$ cat src/rtl/core/lpse_pkg.sv
// ----------------------------------------------------------------------------
// lpse_pkg: shared types, constants and helpers
// Payload structs, register map and the small arithmetic helpers used by
// the LED pixel SPI encoder.
// ----------------------------------------------------------------------------
package lpse_pkg;

    // one input pixel
    typedef struct packed {
        logic        mode;
        logic [7:0]  red;
        logic [7:0]  green;
        logic [7:0]  blue;
        logic [15:0] hue;
        logic [7:0]  saturation;
        logic [7:0]  brightness;
        logic        last_pixel;
    } t_pixel_in;

    // one result byte
    typedef struct packed {
        logic [7:0] spi_byte;
        logic       last;
    } t_spi_out;

    // finished colour handed to the serialiser
    typedef struct packed {
        logic [7:0] green;
        logic [7:0] red;
        logic [7:0] blue;
        logic       last_pixel;
    } t_rgb;

    localparam logic MODE_HSB = 1'b1;

    // register map, one 32-bit word each
    localparam int unsigned APB_ADDR_W = 4;
    localparam int unsigned APB_DATA_W = 32;

    typedef enum logic [1:0] {
        REG_SYMBOL_00 = 2'd0,
        REG_SYMBOL_01 = 2'd1,
        REG_SYMBOL_10 = 2'd2,
        REG_SYMBOL_11 = 2'd3
    } t_reg_idx;

    localparam logic [7:0] SYMBOL_00_RST = 8'h88;
    localparam logic [7:0] SYMBOL_01_RST = 8'h8E;
    localparam logic [7:0] SYMBOL_10_RST = 8'hE8;
    localparam logic [7:0] SYMBOL_11_RST = 8'hEE;

    // bit pair codes
    localparam logic [1:0] PAIR_00 = 2'b00;
    localparam logic [1:0] PAIR_01 = 2'b01;
    localparam logic [1:0] PAIR_10 = 2'b10;
    localparam logic [1:0] PAIR_11 = 2'b11;

    // hue segments
    localparam logic [1:0] SEG_RED_GREEN  = 2'd0;
    localparam logic [1:0] SEG_GREEN_BLUE = 2'd1;
    localparam logic [1:0] SEG_BLUE_RED   = 2'd2;

    // byte schedule of one pixel
    localparam logic [3:0] SYMBOL_BYTES = 4'd12;  // 3 channels x 4 pairs
    localparam logic [3:0] GAP_BYTE     = 4'd12;  // trailing zero byte
    localparam logic [3:0] LATCH_BYTE   = 4'd13;  // extra zero on last pixel

    localparam logic [7:0] FULL_SCALE = 8'd255;

    // x mod 3 for a byte: 4 = 1 (mod 3), so fold base-4 digits
    function automatic logic [1:0] mod3_byte(input logic [7:0] x);
        logic [3:0] s;
        logic [2:0] t;
        logic [2:0] r;
        s = 4'(x[7:6]) + 4'(x[5:4]) + 4'(x[3:2]) + 4'(x[1:0]);
        t = 3'(s[3:2]) + 3'(s[1:0]);
        priority if (t >= 3'd6) begin
            r = t - 3'd6;
        end else if (t >= 3'd3) begin
            r = t - 3'd3;
        end else begin
            r = t;
        end
        return r[1:0];
    endfunction

    // floor(x / 255), exact for x <= 255*255
    function automatic logic [7:0] div255(input logic [15:0] x);
        logic [16:0] s;
        s = 17'(x) + 17'(x[15:8]) + 17'd1;
        return s[15:8];
    endfunction

endpackage

$ cat src/rtl/core/lpse_hsb_pipe.sv
// ----------------------------------------------------------------------------
// lpse_hsb_pipe: colour pipeline
// Five register stages: hue split, saturation product, white mix,
// brightness product, final scale and direct-colour select.
// ----------------------------------------------------------------------------
module lpse_hsb_pipe (
    input  logic               i_clk,
    input  logic               i_rst_n,
    input  logic               i_pix_valid,
    input  lpse_pkg::t_pixel_in i_pix,
    output logic               o_pix_stall,
    output logic               o_rgb_valid,
    output lpse_pkg::t_rgb     o_rgb,
    input  logic               i_rgb_stall
);
    import lpse_pkg::*;

    // channel lanes: 0 red, 1 green, 2 blue
    localparam int unsigned CH_R = 0;
    localparam int unsigned CH_G = 1;
    localparam int unsigned CH_B = 2;

    // payload carried alongside the arithmetic
    typedef struct packed {
        logic       mode;
        logic [7:0] red;
        logic [7:0] green;
        logic [7:0] blue;
        logic [7:0] saturation;
        logic [7:0] brightness;
        logic       last_pixel;
    } t_side;

    logic              r_s1_valid, r_s2_valid, r_s3_valid, r_s4_valid, r_s5_valid;
    logic              rdy1, rdy2, rdy3, rdy4, rdy5;
    t_side             r_s1_side, r_s2_side, r_s3_side, r_s4_side;
    logic [2:0][7:0]   r_s1_c, n_s1_c;
    logic [2:0][15:0]  r_s2_p;
    logic [2:0][7:0]   r_s3_v;
    logic [2:0][15:0]  r_s4_q;
    t_rgb              r_s5_rgb, n_s5_rgb;
    t_side             n_s1_side;
    logic [1:0]        seg;
    logic [7:0]        pos;

    // ready ripples back from the output
    assign rdy5 = !r_s5_valid || !i_rgb_stall;
    assign rdy4 = !r_s4_valid || rdy5;
    assign rdy3 = !r_s3_valid || rdy4;
    assign rdy2 = !r_s2_valid || rdy3;
    assign rdy1 = !r_s1_valid || rdy2;

    assign o_pix_stall = !rdy1;
    assign o_rgb_valid = r_s5_valid;
    assign o_rgb       = r_s5_rgb;

    // stage 1: hue mod 768 into segment and position
    always_comb begin
        seg = mod3_byte(i_pix.hue[15:8]);
        pos = i_pix.hue[7:0];
        unique case (seg)
            SEG_GREEN_BLUE: begin
                n_s1_c[CH_R] = 8'd0;
                n_s1_c[CH_G] = FULL_SCALE - pos;
                n_s1_c[CH_B] = pos;
            end
            SEG_BLUE_RED: begin
                n_s1_c[CH_R] = pos;
                n_s1_c[CH_G] = 8'd0;
                n_s1_c[CH_B] = FULL_SCALE - pos;
            end
            default: begin
                n_s1_c[CH_R] = FULL_SCALE - pos;
                n_s1_c[CH_G] = pos;
                n_s1_c[CH_B] = 8'd0;
            end
        endcase
        n_s1_side.mode       = i_pix.mode;
        n_s1_side.red        = i_pix.red;
        n_s1_side.green      = i_pix.green;
        n_s1_side.blue       = i_pix.blue;
        n_s1_side.saturation = i_pix.saturation;
        n_s1_side.brightness = i_pix.brightness;
        n_s1_side.last_pixel = i_pix.last_pixel;
    end

    // stage 5: final scale or direct colour
    always_comb begin
        if (r_s4_side.mode == MODE_HSB) begin
            n_s5_rgb.red   = div255(r_s4_q[CH_R]);
            n_s5_rgb.green = div255(r_s4_q[CH_G]);
            n_s5_rgb.blue  = div255(r_s4_q[CH_B]);
        end else begin
            n_s5_rgb.red   = r_s4_side.red;
            n_s5_rgb.green = r_s4_side.green;
            n_s5_rgb.blue  = r_s4_side.blue;
        end
        n_s5_rgb.last_pixel = r_s4_side.last_pixel;
    end

    always_ff @(posedge i_clk) begin
        if (!i_rst_n) begin
            r_s1_valid <= 1'b0;
            r_s2_valid <= 1'b0;
            r_s3_valid <= 1'b0;
            r_s4_valid <= 1'b0;
            r_s5_valid <= 1'b0;
        end else begin
            if (rdy1) r_s1_valid <= i_pix_valid;
            if (rdy2) r_s2_valid <= r_s1_valid;
            if (rdy3) r_s3_valid <= r_s2_valid;
            if (rdy4) r_s4_valid <= r_s3_valid;
            if (rdy5) r_s5_valid <= r_s4_valid;
        end
    end

    always_ff @(posedge i_clk) begin
        if (rdy1) begin
            r_s1_c    <= n_s1_c;
            r_s1_side <= n_s1_side;
        end
        if (rdy2) begin
            for (int i = 0; i < 3; i++) begin
                r_s2_p[i] <= 16'(r_s1_c[i]) * 16'(r_s1_side.saturation);
            end
            r_s2_side <= r_s1_side;
        end
        if (rdy3) begin
            for (int i = 0; i < 3; i++) begin
                r_s3_v[i] <= div255(r_s2_p[i]) + (FULL_SCALE - r_s2_side.saturation);
            end
            r_s3_side <= r_s2_side;
        end
        if (rdy4) begin
            for (int i = 0; i < 3; i++) begin
                r_s4_q[i] <= 16'(r_s3_v[i]) * 16'(r_s3_side.brightness);
            end
            r_s4_side <= r_s3_side;
        end
        if (rdy5) begin
            r_s5_rgb <= n_s5_rgb;
        end
    end

endmodule

$ cat src/rtl/core/led_pixel_spi_encoder.sv
// ----------------------------------------------------------------------------
// led_pixel_spi_encoder: LED pixel to SPI byte stream
// Pixels come in as direct red/green/blue or as hue/saturation/brightness
// and leave as SPI bytes, one byte per output transfer: for each pixel four
// symbol bytes each for green, red and blue (bit pairs, most significant
// first, through the programmable symbol table), then one zero byte, plus a
// zero latch byte after a pixel flagged last_pixel. The final byte of every
// pixel carries last. A pixel is 13 bytes, 14 when it ends the frame. The
// serialiser drives one byte per cycle while i_spi_stall is low. Ahead of
// it a five-stage colour pipeline takes a new pixel every cycle until it
// fills. The symbol registers sit on an APB port at byte addresses 0, 4,
// 8 and 12 and reset to 0x88, 0x8E, 0xE8, 0xEE; write them only while the
// block is idle.
// ----------------------------------------------------------------------------
module led_pixel_spi_encoder (
    input  logic                                 i_clk,
    input  logic                                 i_rst_n,
    // pixel input
    input  logic                                 i_pix_valid,
    input  lpse_pkg::t_pixel_in                  i_pix,
    output logic                                 o_pix_stall,
    // SPI byte output
    output logic                                 o_spi_valid,
    output lpse_pkg::t_spi_out                   o_spi,
    input  logic                                 i_spi_stall,
    // APB register port
    input  logic                                 psel,
    input  logic                                 penable,
    input  logic                                 pwrite,
    input  logic [lpse_pkg::APB_ADDR_W-1:0]      paddr,
    input  logic [lpse_pkg::APB_DATA_W-1:0]      pwdata,
    output logic [lpse_pkg::APB_DATA_W-1:0]      prdata,
    output logic                                 pready
);
    import lpse_pkg::*;

    // symbol table
    logic [7:0] r_sym_00, r_sym_01, r_sym_10, r_sym_11;
    t_reg_idx   reg_idx;
    logic       cfg_wr;
    logic [7:0] rd_sym;

    // pipeline to serialiser
    logic       rgb_valid;
    t_rgb       rgb;
    logic       rgb_take;

    // serialiser: holds one pixel and walks its bytes
    logic        r_ser_valid;
    logic [23:0] r_ser_bits;   // {green, red, blue}, shifted left a pair per byte
    logic [3:0]  r_ser_cnt;    // byte number within the pixel
    logic        r_ser_latch;  // pixel ends the frame
    logic        ser_final;
    logic        spi_xfer;
    logic [7:0]  pair_sym;

    // ------------------------------------------------------------------
    // Register port: no wait states, index from the word address
    // ------------------------------------------------------------------
    assign pready  = 1'b1;
    assign reg_idx = t_reg_idx'(paddr[APB_ADDR_W-1:2]);
    assign cfg_wr  = psel && penable && pwrite;

    always_comb begin
        unique case (reg_idx)
            REG_SYMBOL_00: rd_sym = r_sym_00;
            REG_SYMBOL_01: rd_sym = r_sym_01;
            REG_SYMBOL_10: rd_sym = r_sym_10;
            REG_SYMBOL_11: rd_sym = r_sym_11;
            default:       rd_sym = r_sym_00;
        endcase
    end
    assign prdata = APB_DATA_W'(rd_sym);

    always_ff @(posedge i_clk) begin
        if (!i_rst_n) begin
            r_sym_00 <= SYMBOL_00_RST;
            r_sym_01 <= SYMBOL_01_RST;
            r_sym_10 <= SYMBOL_10_RST;
            r_sym_11 <= SYMBOL_11_RST;
        end else if (cfg_wr) begin
            unique case (reg_idx)
                REG_SYMBOL_00: r_sym_00 <= pwdata[7:0];
                REG_SYMBOL_01: r_sym_01 <= pwdata[7:0];
                REG_SYMBOL_10: r_sym_10 <= pwdata[7:0];
                REG_SYMBOL_11: r_sym_11 <= pwdata[7:0];
                default: ;
            endcase
        end
    end

    // ------------------------------------------------------------------
    // Colour pipeline
    // ------------------------------------------------------------------
    lpse_hsb_pipe u_hsb_pipe (
        .i_clk       (i_clk),
        .i_rst_n     (i_rst_n),
        .i_pix_valid (i_pix_valid),
        .i_pix       (i_pix),
        .o_pix_stall (o_pix_stall),
        .o_rgb_valid (rgb_valid),
        .o_rgb       (rgb),
        .i_rgb_stall (!rgb_take)
    );

    // ------------------------------------------------------------------
    // Serialiser
    // The last byte of a pixel is the gap byte, or the latch byte when
    // the pixel closes the frame. A new pixel loads in the same cycle the
    // final byte transfers, so pixels follow with no idle byte.
    // ------------------------------------------------------------------
    assign ser_final = r_ser_latch ? (r_ser_cnt == LATCH_BYTE) : (r_ser_cnt == GAP_BYTE);
    assign spi_xfer  = r_ser_valid && !i_spi_stall;
    assign rgb_take  = !r_ser_valid || (spi_xfer && ser_final);

    always_comb begin
        unique case (r_ser_bits[23:22])
            PAIR_00: pair_sym = r_sym_00;
            PAIR_01: pair_sym = r_sym_01;
            PAIR_10: pair_sym = r_sym_10;
            PAIR_11: pair_sym = r_sym_11;
            default: pair_sym = r_sym_00;
        endcase
    end

    // symbol bytes first, zeros after
    assign o_spi_valid    = r_ser_valid;
    assign o_spi.spi_byte = (r_ser_cnt < SYMBOL_BYTES) ? pair_sym : 8'd0;
    assign o_spi.last     = ser_final;

    always_ff @(posedge i_clk) begin
        if (!i_rst_n) begin
            r_ser_valid <= 1'b0;
            r_ser_cnt   <= 4'd0;
        end else if (rgb_take) begin
            r_ser_valid <= rgb_valid;
            r_ser_cnt   <= 4'd0;
        end else if (spi_xfer) begin
            r_ser_cnt   <= r_ser_cnt + 4'd1;
        end
    end

    always_ff @(posedge i_clk) begin
        if (rgb_take) begin
            r_ser_bits  <= {rgb.green, rgb.red, rgb.blue};
            r_ser_latch <= rgb.last_pixel;
        end else if (spi_xfer) begin
            r_ser_bits  <= {r_ser_bits[21:0], 2'b00};
        end
    end

endmodule

$ cat config.mk
export PLATFORM = sky130hd
export DESIGN_NAME = led_pixel_spi_encoder
export DESIGN_NICKNAME = d
export VERILOG_FILES = /design/src/rtl/core/lpse_pkg.sv /design/src/rtl/core/lpse_hsb_pipe.sv /design/src/rtl/core/led_pixel_spi_encoder.sv
export SDC_FILE = /design/constraint.sdc
export NUM_CORES = 1
export LEC_CHECK = 0
export BUFFER_PORTS_ARGS = -buffer_cell sky130_fd_sc_hd__buf_2
export CORE_MARGIN = 2
export CORE_UTILIZATION = 55
export CTS_CLUSTER_DIAMETER = 200
export DETAILED_ROUTE_END_ITERATION = 16
export GPL_TIMING_DRIVEN = 0
export HOLD_SLACK_MARGIN = 0.06
export PLACE_DENSITY = 0.72
export SETUP_SLACK_MARGIN = 0.02
export SLEW_MARGIN = 20
export SYNTH_ARGS = -nofsm -noshare
export SYNTH_HDL_FRONTEND = slang
export SYNTH_SLANG_ARGS = --single-unit
$ cat constraint.sdc
create_clock -name i_clk -period 12.67 [get_ports i_clk]
set_input_delay 0.6335 -clock i_clk [delete_from_list [all_inputs] [get_ports i_clk]]
set_output_delay 0.6335 -clock i_clk [all_outputs]
set_load 0.02 [all_outputs]
==> results of run 1 <==
-- cells by family after synthesis --
family,synth area share
adder cells (fa/ha/maj),0.284
AO/OA/AOI/OAI,0.0586
buffers and inverters,0.0622
multiplexers,0.0327
XOR/XNOR,0.0385
AND/OR/NAND/NOR,0.141
other,0.000262
flip-flops,0.384
-- metal layers --
metal,vias to the layer above,global-route usage
met5,-,0
met4,0,0.108
met3,152,0.0266
met2,428,0.404
met1,9254,0.273
li1,8830,-
-- stage by stage --
stage           util  cells
2_1_floorplan      -   2591
3_3_place_gp   0.585   3362
3_5_place_dp   0.587   3366
4_1_cts        0.613   3441
5_1_grt        0.613   3441
6_report       0.613   3442
-- path summary, 6_finish.rpt --
path | to | slack, ps | depth (start not counted)
setup / recovery | u_hsb_pipe.r_s2_p[13] | 7420 | 15
hold / removal | u_hsb_pipe.r_s1_side[32] | 230 | 1
setup reg to reg | u_hsb_pipe.r_s2_p[13] | 7420 | 15
hold reg to reg | u_hsb_pipe.r_s4_side[19] | 400 | 0
-- synth_stat cells, types with 11 or more instances --
cell type	count	area, um^2
inv_1	362	1360
edfxtp_1	338	10100
and2_1	298	1860
ha_1	291	3640
nand2_1	228	856
fa_1	224	4480
xnor2_1	101	885
nor2_1	88	330
a21oi_1	83	415
o21ai_0	56	280
clkbuf_1	49	184
nor2b_1	48	300
dfxtp_1	42	841
mux2i_1	33	330
buf_4	26	195
xor2_1	25	219
o21a_1	24	180
nor3_1	22	110
mux2_2	21	236
a21o_1	19	143
nand3_1	18	90.1
mux4_2	16	360
nand2b_1	12	75.1
nand4_1	11	68.8
-- cells in the final DEF, fill, tap and decap left out, types with 56 or more instances in the layout --
cell | synthesis | final
inv_1 | 362 | 361
and2_1 | 298 | 298
ha_1 | 291 | 291
fa_1 | 224 | 224
a21oi_1 | 83 | 83
nand2_1 | 228 | 225
xnor2_1 | 101 | 101
edfxtp_1 | 338 | 338
buf_2 | 6 | 97
o21ai_0 | 56 | 56
nor2_1 | 88 | 88
clkbuf_1 | 49 | 57
-- registers in the layout, indices dropped and copies added, names as in the netlist --
| name | cells |
|---|---|
| o_spi_valid | 1 |
| r_ser_bits | 24 |
| r_ser_cnt | 4 |
| r_ser_latch | 1 |
| r_sym_00 | 8 |
| r_sym_01 | 8 |
| r_sym_10 | 8 |
| r_sym_11 | 8 |
| u_hsb_pipe.n_s5_rgb | 1 |
| u_hsb_pipe.o_rgb | 25 |
| u_hsb_pipe.o_rgb_valid | 1 |
| u_hsb_pipe.r_s1_c | 24 |
| u_hsb_pipe.r_s1_side | 42 |
| u_hsb_pipe.r_s1_valid | 1 |
| u_hsb_pipe.r_s2_p | 48 |
| u_hsb_pipe.r_s2_side | 42 |
| u_hsb_pipe.r_s2_valid | 1 |
| u_hsb_pipe.r_s3_side | 34 |
| u_hsb_pipe.r_s3_v | 24 |
| u_hsb_pipe.r_s3_valid | 1 |
| u_hsb_pipe.r_s4_q | 48 |
| u_hsb_pipe.r_s4_side | 25 |
| u_hsb_pipe.r_s4_valid | 1 |
-- cell type report --
| class | instances | area, um^2 | share of cell area |
|---|---|---|---|
| sequential | 380 | 11000 | 0.349 |
| tap | 680 | 851 | 0.0270 |
| clock buffer | 49 | 1060 | 0.0335 |
| timing repair buffer | 95 | 558 | 0.0177 |
| inverter | 365 | 1370 | 0.0435 |
| buffer | 82 | 413 | 0.0131 |
| antenna | 1 | 2.50 | 0.0000794 |
| clock inverter | 26 | 275 | 0.00873 |
| multi-input combinational | 1764 | 16000 | 0.508 |
-- worst register-to-register path, stage by stage, from the launching register on --
cell and delay [ps]:
edfxtp_1 570, clkbuf_1 560, nand2_1 190, fa_1 550, fa_1 570, inv_1 60
fa_1 470, inv_1 50, fa_1 470, inv_1 40, ha_1 310, o21ai_0 240
a21oi_1 100, o22ai_2 240, or4b_1 480, o311ai_1 130
==> results.cfg, run 1 <==
[finish]
drive_gt1_frac = 0.0931
design_area_um2 = 31500
final.fill_count = 4072
area_growth_pct = 9.99
fin_nets = 3345

[drt]
first_iter_violations = 986
drt_wl_total_mm = 59.2
drc = 0
vias = 18664
routedWlPerCell_um = 17.2
top_layer = met4
viasPerCell = 5.42
firstDrtPassIters = 5
ant_nets = 0
wl_met2_mm = 30.1
wl_met1_mm = 24.1
met3_length_mm = 2.09

[critical_path]
path_cells = clkbuf_1 > nand2_1 > fa_1 > fa_1 > inv_1 > fa_1 > inv_1 > fa_1 > inv_1 > ha_1 > o21ai_0 > a21oi_1 > o22ai_2 > or4b_1 > o311ai_1
endpoint_kind = flop
crit_start = u_hsb_pipe.r_s1_side[11]
cp_top_family = adder cells
crit_path_max_fanout = 10
crit_type = flop to flop
worst_ep_required_time_ps = 13010
arrival_ps = 5590
r2r-start = u_hsb_pipe.r_s1_side[11]
timing.critical_path.mode_cell = fa_1
crit_slowest_cell = edfxtp_1
path_buf_inv = 4
start_kind = flop
critPathMaxStageDelay_ps = 570

[logic_synthesis]
netlist_area_um2 = 28700
syn_inst = 2568
syn_avg_cell_area_um2 = 11.2
ys_ff_latch = 380
yosys_warnings = 0
async_reset_ff_frac = 0
synth_edf_count = 338
synth-main-ff-cell = edfxtp_1
synth_seq_area_share = 0.384
ys_types = 73

[place]
dp_slack_ps = 6850
placed_area_um2 = 30200
dp.final_hpwl_mm = 46.1
place_congestion = 0.884
port_buffers = 91

[timing]
hold_viol_final = 0
holdWs_ps = 228
rsz0062_at_grt = false
max_slew_margin = 0.391
fin_tns_setup_ps = 0
layout_worst_path_cycle_share = 0.414
period_minus_slack_ps = 5250
slew_viol_final = 0
finalClockSkew_ps = 24.7
tightest_slew_ps = 909
setup_slack_ps = 7420
fmax_ghz = 0.190
setup_violations = 0

[clock_tree]
cts_tree = done
cts_buffers = 41
post_cts_buffers = 0
hold_buffers = 0
clockBufferDepth = 3
clk_latency_ps = 580
cts_sinks = 380
root_buffer = clkbuf_16
cts_resized = 0
cts_max_level = 2
clk_pin_slew_ps = 60

[min_path]
hold_path_startpoint = i_pix[48]
hold_class = input port to flop

[grt]
antenna_found_initial = 0
grt-ovfl-total = 0
grt_max_degree = 59
grtUsageTotal = 0.227
grt_pass1_wl_mm = 97.3
grt_pass1_vias = 19910

[floorplan]
ios = 145
fp.dieW_um = 232
die_area_um2 = 53900
row_count = 83
start_util = 0.557
core_um2 = 51400
die_h_um = 232

[status]
status = complete, no violations

[flow_run]
cap_violations = 0
Power of run 1 is not shown: default switching activity piles up to over one toggle a cycle in this logic, so the estimate is an artifact.
==> run 2: changes to the inputs <==
--- a/config.mk
+++ b/config.mk
@@ -5,6 +5,7 @@
 export SDC_FILE = /design/constraint.sdc
 export NUM_CORES = 1
 export LEC_CHECK = 0
+export ABC_AREA = 1
 export BUFFER_PORTS_ARGS = -buffer_cell sky130_fd_sc_hd__buf_2
 export CORE_MARGIN = 2
 export CORE_UTILIZATION = 55
@@ -12,7 +13,7 @@
 export DETAILED_ROUTE_END_ITERATION = 16
 export GPL_TIMING_DRIVEN = 0
 export HOLD_SLACK_MARGIN = 0.06
-export PLACE_DENSITY = 0.72
+export PLACE_DENSITY = 0.74
 export SETUP_SLACK_MARGIN = 0.02
 export SLEW_MARGIN = 20
 export SYNTH_ARGS = -nofsm -noshare
==> constraint.sdc (replaced) <==
create_clock -name i_clk -period 4.6 [get_ports i_clk]
set_input_delay 0.23 -clock i_clk [delete_from_list [all_inputs] [get_ports i_clk]]
set_output_delay 0.23 -clock i_clk [all_outputs]
set_load 0.02 [all_outputs]
==> results.cfg, run 2 <==
[finish]
drive_gt1_frac = 0.0836
fin_nets = 4328
ff_latch_area_um2 = 11000
area_growth_pct = 12.8
mostFrequentLayoutCells = nand2_1 (912), inv_1 (784), edfxtp_1 (338), ha_1 (290), fa_1 (223)
diodes = 0
layout.cells.non_filler = 4449
final_common_cell = nand2_1
final.fill_count = 4525
multi_input_area_um2 = 16000
largest_registers = u_hsb_pipe.r_s2_p: 48 flops, u_hsb_pipe.r_s4_q: 48 flops

[grt]
grt_max_degree = 56
grt_pass1_vias = 22782
grt_pass1_wl_mm = 107
antenna_found_initial = 0
grt-ovfl-total = 0
grtUsageTotal = 0.232

[critical_path]
path_cells = buf_4 > nand2_1 > inv_1 > fa_1 > fa_1 > fa_1 > inv_1 > fa_1 > inv_1 > ha_1 > a21oi_2 > o21ai_1 > nand2_1 > o2111ai_1 > xor2_1
ff2ff_path_depth = 15
timing.critical_path.mode_cell = fa_1
crit_type = flop to flop
endpoint_kind = flop
r2r-end = u_hsb_pipe.r_s4_q[29]
cp_top_family = adder cells
r2r_setup_slack_ps = 190
start_kind = flop
crit_slowest_cell = fa_1
path_buf_inv = 4
crit_path_max_fanout = 10
arrival_ps = 4730
worst_ep_required_time_ps = 4920
critPathMaxStageDelay_ps = 560
r2r-start = u_hsb_pipe.r_s3_side[8]

[min_path]
hold_depth = 5
hold_end = r_sym_11[5]
hold_class = input port to flop
hold_path_startpoint = paddr[2]

[logic_synthesis]
yosys-top-cells-count = nand2_1 (914), inv_1 (785), edfxtp_1 (338)
synth_largest_type_area_fraction = 0.334
async_reset_ff_frac = 0
syn_inst = 3471
netlist_area_um2 = 30400
synth.most_common_cell = nand2_1
synth_seq_area_share = 0.361
ys_types = 49
yosys_warnings = 0
syn_avg_cell_area_um2 = 8.77
yosysTopAreaCell = edfxtp_1
synth-main-ff-cell = edfxtp_1
synth.area.top_cells = edfxtp_1 (33%), fa_1 (15%), ha_1 (12%)
ys_ff_latch = 380
synth_edf_count = 338

[drt]
first_iter_violations = 1356
drt_wl_total_mm = 64.1
drc = 0
viasPerCell = 5.04
ant_nets = 0
firstDrtPassIters = 7
vias = 22442
routedWlPerCell_um = 14.4

[clock_tree]
cts_sinks = 380
root_buffer = clkbuf_16
clk_pin_slew_ps = 60
cts_max_level = 2
clk_latency_ps = 590
clockBufferDepth = 3
cts_tree = done
cts_buffers = 43

[timing]
fmax_ghz = 0.227
layout_worst_path_cycle_share = 0.959
rsz0062_at_grt = true
hold_viol_final = 0
setup_violations = 0
period_minus_slack_ps = 4410
holdWs_ps = 140
finalClockSkew_ps = 29.6
max_slew_margin = 0.280
tightest_slew_ps = 1080
slew_viol_final = 0

[place]
dp.cells = 4294
place_congestion = 0.901
port_buffers = 92
dp.final_hpwl_mm = 49.0

[floorplan]
ios = 145
core_um2 = 54900
die_area_um2 = 57200
start_util = 0.554
fp.dieW_um = 239
row_count = 86
die_h_um = 239

[status]
status = complete, no violations

[flow_run]
cap_violations = 0
==> run 2: cell count changes after synthesis, moves of 20 or more <==
cell	delta
mux2i_1	-33
a21oi_1	+37
clkbuf_1	+23
clkbuf_2	+21
nand2_1	+686
inv_1	+423
nor2_1	+81
nor2b_1	-48
xor2_1	+38
o21a_1	-20
xnor2_1	-66
nand3_1	+98
mux2_2	-21
and2_1	-298
==> run 2: logic make-up (layout without fill, tap and decap cells) <==
logic type,Yosys count,in the layout,synth area share
other,2,25,0.000247
buffers and inverters,914,1165,0.118
XOR/XNOR,98,98,0.0282
flip-flops,380,380,0.361
AO/OA/AOI/OAI,280,280,0.0532
adder cells (fa/ha/maj),515,515,0.267
AND/OR/NAND/NOR,1282,1282,0.172
==> run 2: how the worst max path moves through the flow <==
stage / start / end / cells after the start
after floorplan: i_pix[29] / u_hsb_pipe.r_s1_c[10] / 23
after global placement: r_ser_cnt[0] / u_hsb_pipe.r_s2_side[1] / 8
after detailed placement: i_pix[29] / u_hsb_pipe.r_s1_c[7] / 21
after CTS: u_hsb_pipe.r_s3_side[3] / u_hsb_pipe.r_s4_q[44] / 17
after global routing: u_hsb_pipe.r_s3_side[8] / u_hsb_pipe.r_s4_q[29] / 15
final: u_hsb_pipe.r_s3_side[8] / u_hsb_pipe.r_s4_q[29] / 15
==> run 2: metal layers <==
metal / vias up / GRT usage / share of wire
li1: 11214 / - / -
met1: 10495 / 0.278 / 0.40
met2: 581 / 0.420 / 0.51
met3: 152 / 0.0304 / 0.049
met4: 0 / 0.0968 / 0.040
met5: - / 0 / 0
==> run 2: stage by stage <==
stage               setup TNS (ps)  setup WS (ps)   util  cell area (um^2)
finish                           0            189  0.625             34300
global route                 -3.51          -3.51  0.625             34300
CTS                              0           34.1  0.622             34100
detailed placement          -11760           -534  0.583             32000
global placement           -153500          -1340  0.581             31900
floorplan                        0           52.6      -             30500
==> run 2: layout make-up <==
cell class | count | area share
clock buffer | 47 | 0.0318
tap | 704 | 0.0257
inverter | 789 | 0.0865
buffer | 124 | 0.0200
multi-input combinational | 2200 | 0.466
timing repair buffer | 174 | 0.0378
sequential | 380 | 0.320
clock inverter | 31 | 0.0116
==> run 2: worst min-delay path, stage by stage <==
cell	delay [ps]
buf_2	110
nand2_1	120
nor2_4	90
nand2_1	60
nand3_1	60
==> run 2: repair_timing <==
action,4_1_cts,5_1_grt
pin swaps,0,3
gates resized for setup,23,64
endpoints found under the hold margin,94,0
setup endpoints to repair,32,62
setup buffers,4,12
hold buffers,62,0
Power of run 2 is left out for the same reason.
==> run 3: changes to the inputs <==
--- a/config.mk
+++ b/config.mk
@@ -7,13 +7,15 @@
 export LEC_CHECK = 0
 export ABC_AREA = 1
 export BUFFER_PORTS_ARGS = -buffer_cell sky130_fd_sc_hd__buf_2
+export CELL_PAD_IN_SITES_DETAIL_PLACEMENT = 0
+export CELL_PAD_IN_SITES_GLOBAL_PLACEMENT = 2
 export CORE_MARGIN = 2
-export CORE_UTILIZATION = 55
+export CORE_UTILIZATION = 36
 export CTS_CLUSTER_DIAMETER = 200
 export DETAILED_ROUTE_END_ITERATION = 16
 export GPL_TIMING_DRIVEN = 0
 export HOLD_SLACK_MARGIN = 0.06
-export PLACE_DENSITY = 0.74
+export PLACE_DENSITY = 0.77
 export SETUP_SLACK_MARGIN = 0.02
 export SLEW_MARGIN = 20
 export SYNTH_ARGS = -nofsm -noshare
==> results.cfg, run 3 (synthesis results as in run 2) <==
[finish]
diodes = 0
fin_nets = 4336
final_util = 0.418
final.fill_count = 8485
largest_registers = u_hsb_pipe.r_s2_p: 48 flops, u_hsb_pipe.r_s4_q: 48 flops
area_growth_pct = 14.9
drive_gt1_frac = 0.0876
final_common_cell = nand2_1
mostFrequentLayoutCells = nand2_1 (911), inv_1 (784), edfxtp_1 (338), ha_1 (290), fa_1 (223)

[floorplan]
core_um2 = 83700
ios = 145
fp.dieW_um = 295
die_area_um2 = 86900
die_h_um = 295
row_count = 106
start_util = 0.364

[timing]
setup_violations = 0
hold_viol_final = 0
finalClockSkew_ps = 42.6
slew_viol_final = 0
period_minus_slack_ps = 4360
tightest_slew_ps = 827
max_slew_margin = 0.447
layout_worst_path_cycle_share = 0.947
setup_slack_ps = 244
fmax_ghz = 0.230
fin_tns_setup_ps = 0
holdWs_ps = 121

[grt]
grt_max_degree = 58
grt_pass1_vias = 22360
grtUsageTotal = 0.167
antenna_found_initial = 1
grt_pass1_wl_mm = 116
grt-ovfl-total = 0

[clock_tree]
cts_sinks = 380
clk_pin_slew_ps = 60
cts_buffers = 46
clk_latency_ps = 620
cts_tree = done
root_buffer = clkbuf_16
cts_max_level = 2
clockBufferDepth = 3

[critical_path]
crit_type = flop to flop
ff2ff_path_depth = 15
worst_ep_required_time_ps = 4950
start_kind = flop
endpoint_kind = flop
crit_path_max_fanout = 10
critPathMaxStageDelay_ps = 540
crit_slowest_cell = fa_1
timing.critical_path.mode_cell = fa_1
arrival_ps = 4710
path_cells = clkbuf_4 > nand2_1 > inv_1 > fa_1 > fa_1 > fa_1 > inv_1 > fa_1 > inv_1 > ha_1 > a21oi_2 > o21ai_1 > nand2_1 > o2111ai_1 > xor2_1

[status]
status = complete, no violations

[drt]
drc = 0
ant_nets = 0
firstDrtPassIters = 5
first_iter_violations = 869
drt_wl_total_mm = 71.0
routedWlPerCell_um = 14.5
viasPerCell = 4.46
vias = 21803

[place]
dp_slack_ps = -604
place_congestion = 0.792
port_buffers = 92
dp.final_hpwl_mm = 56.1

[flow_run]
cap_violations = 0

[min_path]
hold_class = input port to flop
hold_depth = 5
==> run 3: per-stage QoR <==
step	std cells	cell area, um^2
finish	4890	35000
global route	4890	35000
CTS	4880	34800
detailed placement	4725	32500
global placement	4720	32400
floorplan	3494	30500
==> run 3: per-layer routing <==
layer  routed length [um]  global-route usage  part of all wire  up-vias
met2                35600               0.303              0.50      236
met1                31800               0.212              0.45    10236
met4                 1570              0.0418             0.022        0
met5                    0                   0                 0        -
met3                 2000              0.0187             0.028       90
li1                     -                   -                 -    11241
==> run 3: repair_timing <==
action | 4_1_cts | 5_1_grt
hold buffers | 61 | 0
setup buffers | 10 | 10
setup endpoints to repair | 45 | 48
gates cloned | 0 | 0
gates resized for setup | 30 | 56
pin swaps | 0 | 2
hold endpoints to repair | 99 | 0
==> run 3: layout make-up <==
cell class	count	area [um^2]	area share
clock buffers	56	1190	0.0340
multi-input cells	2200	16000	0.458
inverters	789	2970	0.0849
clock inverters	28	330	0.00945
flip-flops and latches	380	11000	0.314
well taps	1134	1420	0.0406
repair buffers	178	1340	0.0384
plain buffers	125	707	0.0202
==> run 3: worst paths after layout <==
check / end / from / slack (ps)
worst max register to register: u_hsb_pipe.r_s4_q[29] / u_hsb_pipe.r_s3_side[8] / 240
worst min-delay path: r_sym_11[7] / paddr[2] / 120
worst max-delay path: u_hsb_pipe.r_s4_q[29] / u_hsb_pipe.r_s3_side[8] / 240
worst min register to register: u_hsb_pipe.r_s3_side[7] / u_hsb_pipe.r_s2_side[7] / 400
==> run 3: worst max-delay path, delay by kind of cell, from the launching register on <==
| kind | cells | cell delay (ps) |
|---|---|---|
| buffers and inverters | 4 | 430 |
| AND/OR/NAND/NOR | 2 | 160 |
| flip-flops | 1 | 480 |
| XOR/XNOR | 1 | 170 |
| AO/OA/AOI/OAI | 3 | 410 |
| adder cells (fa/ha/maj) | 5 | 2460 |
Power of run 3 is left out for the same reason.
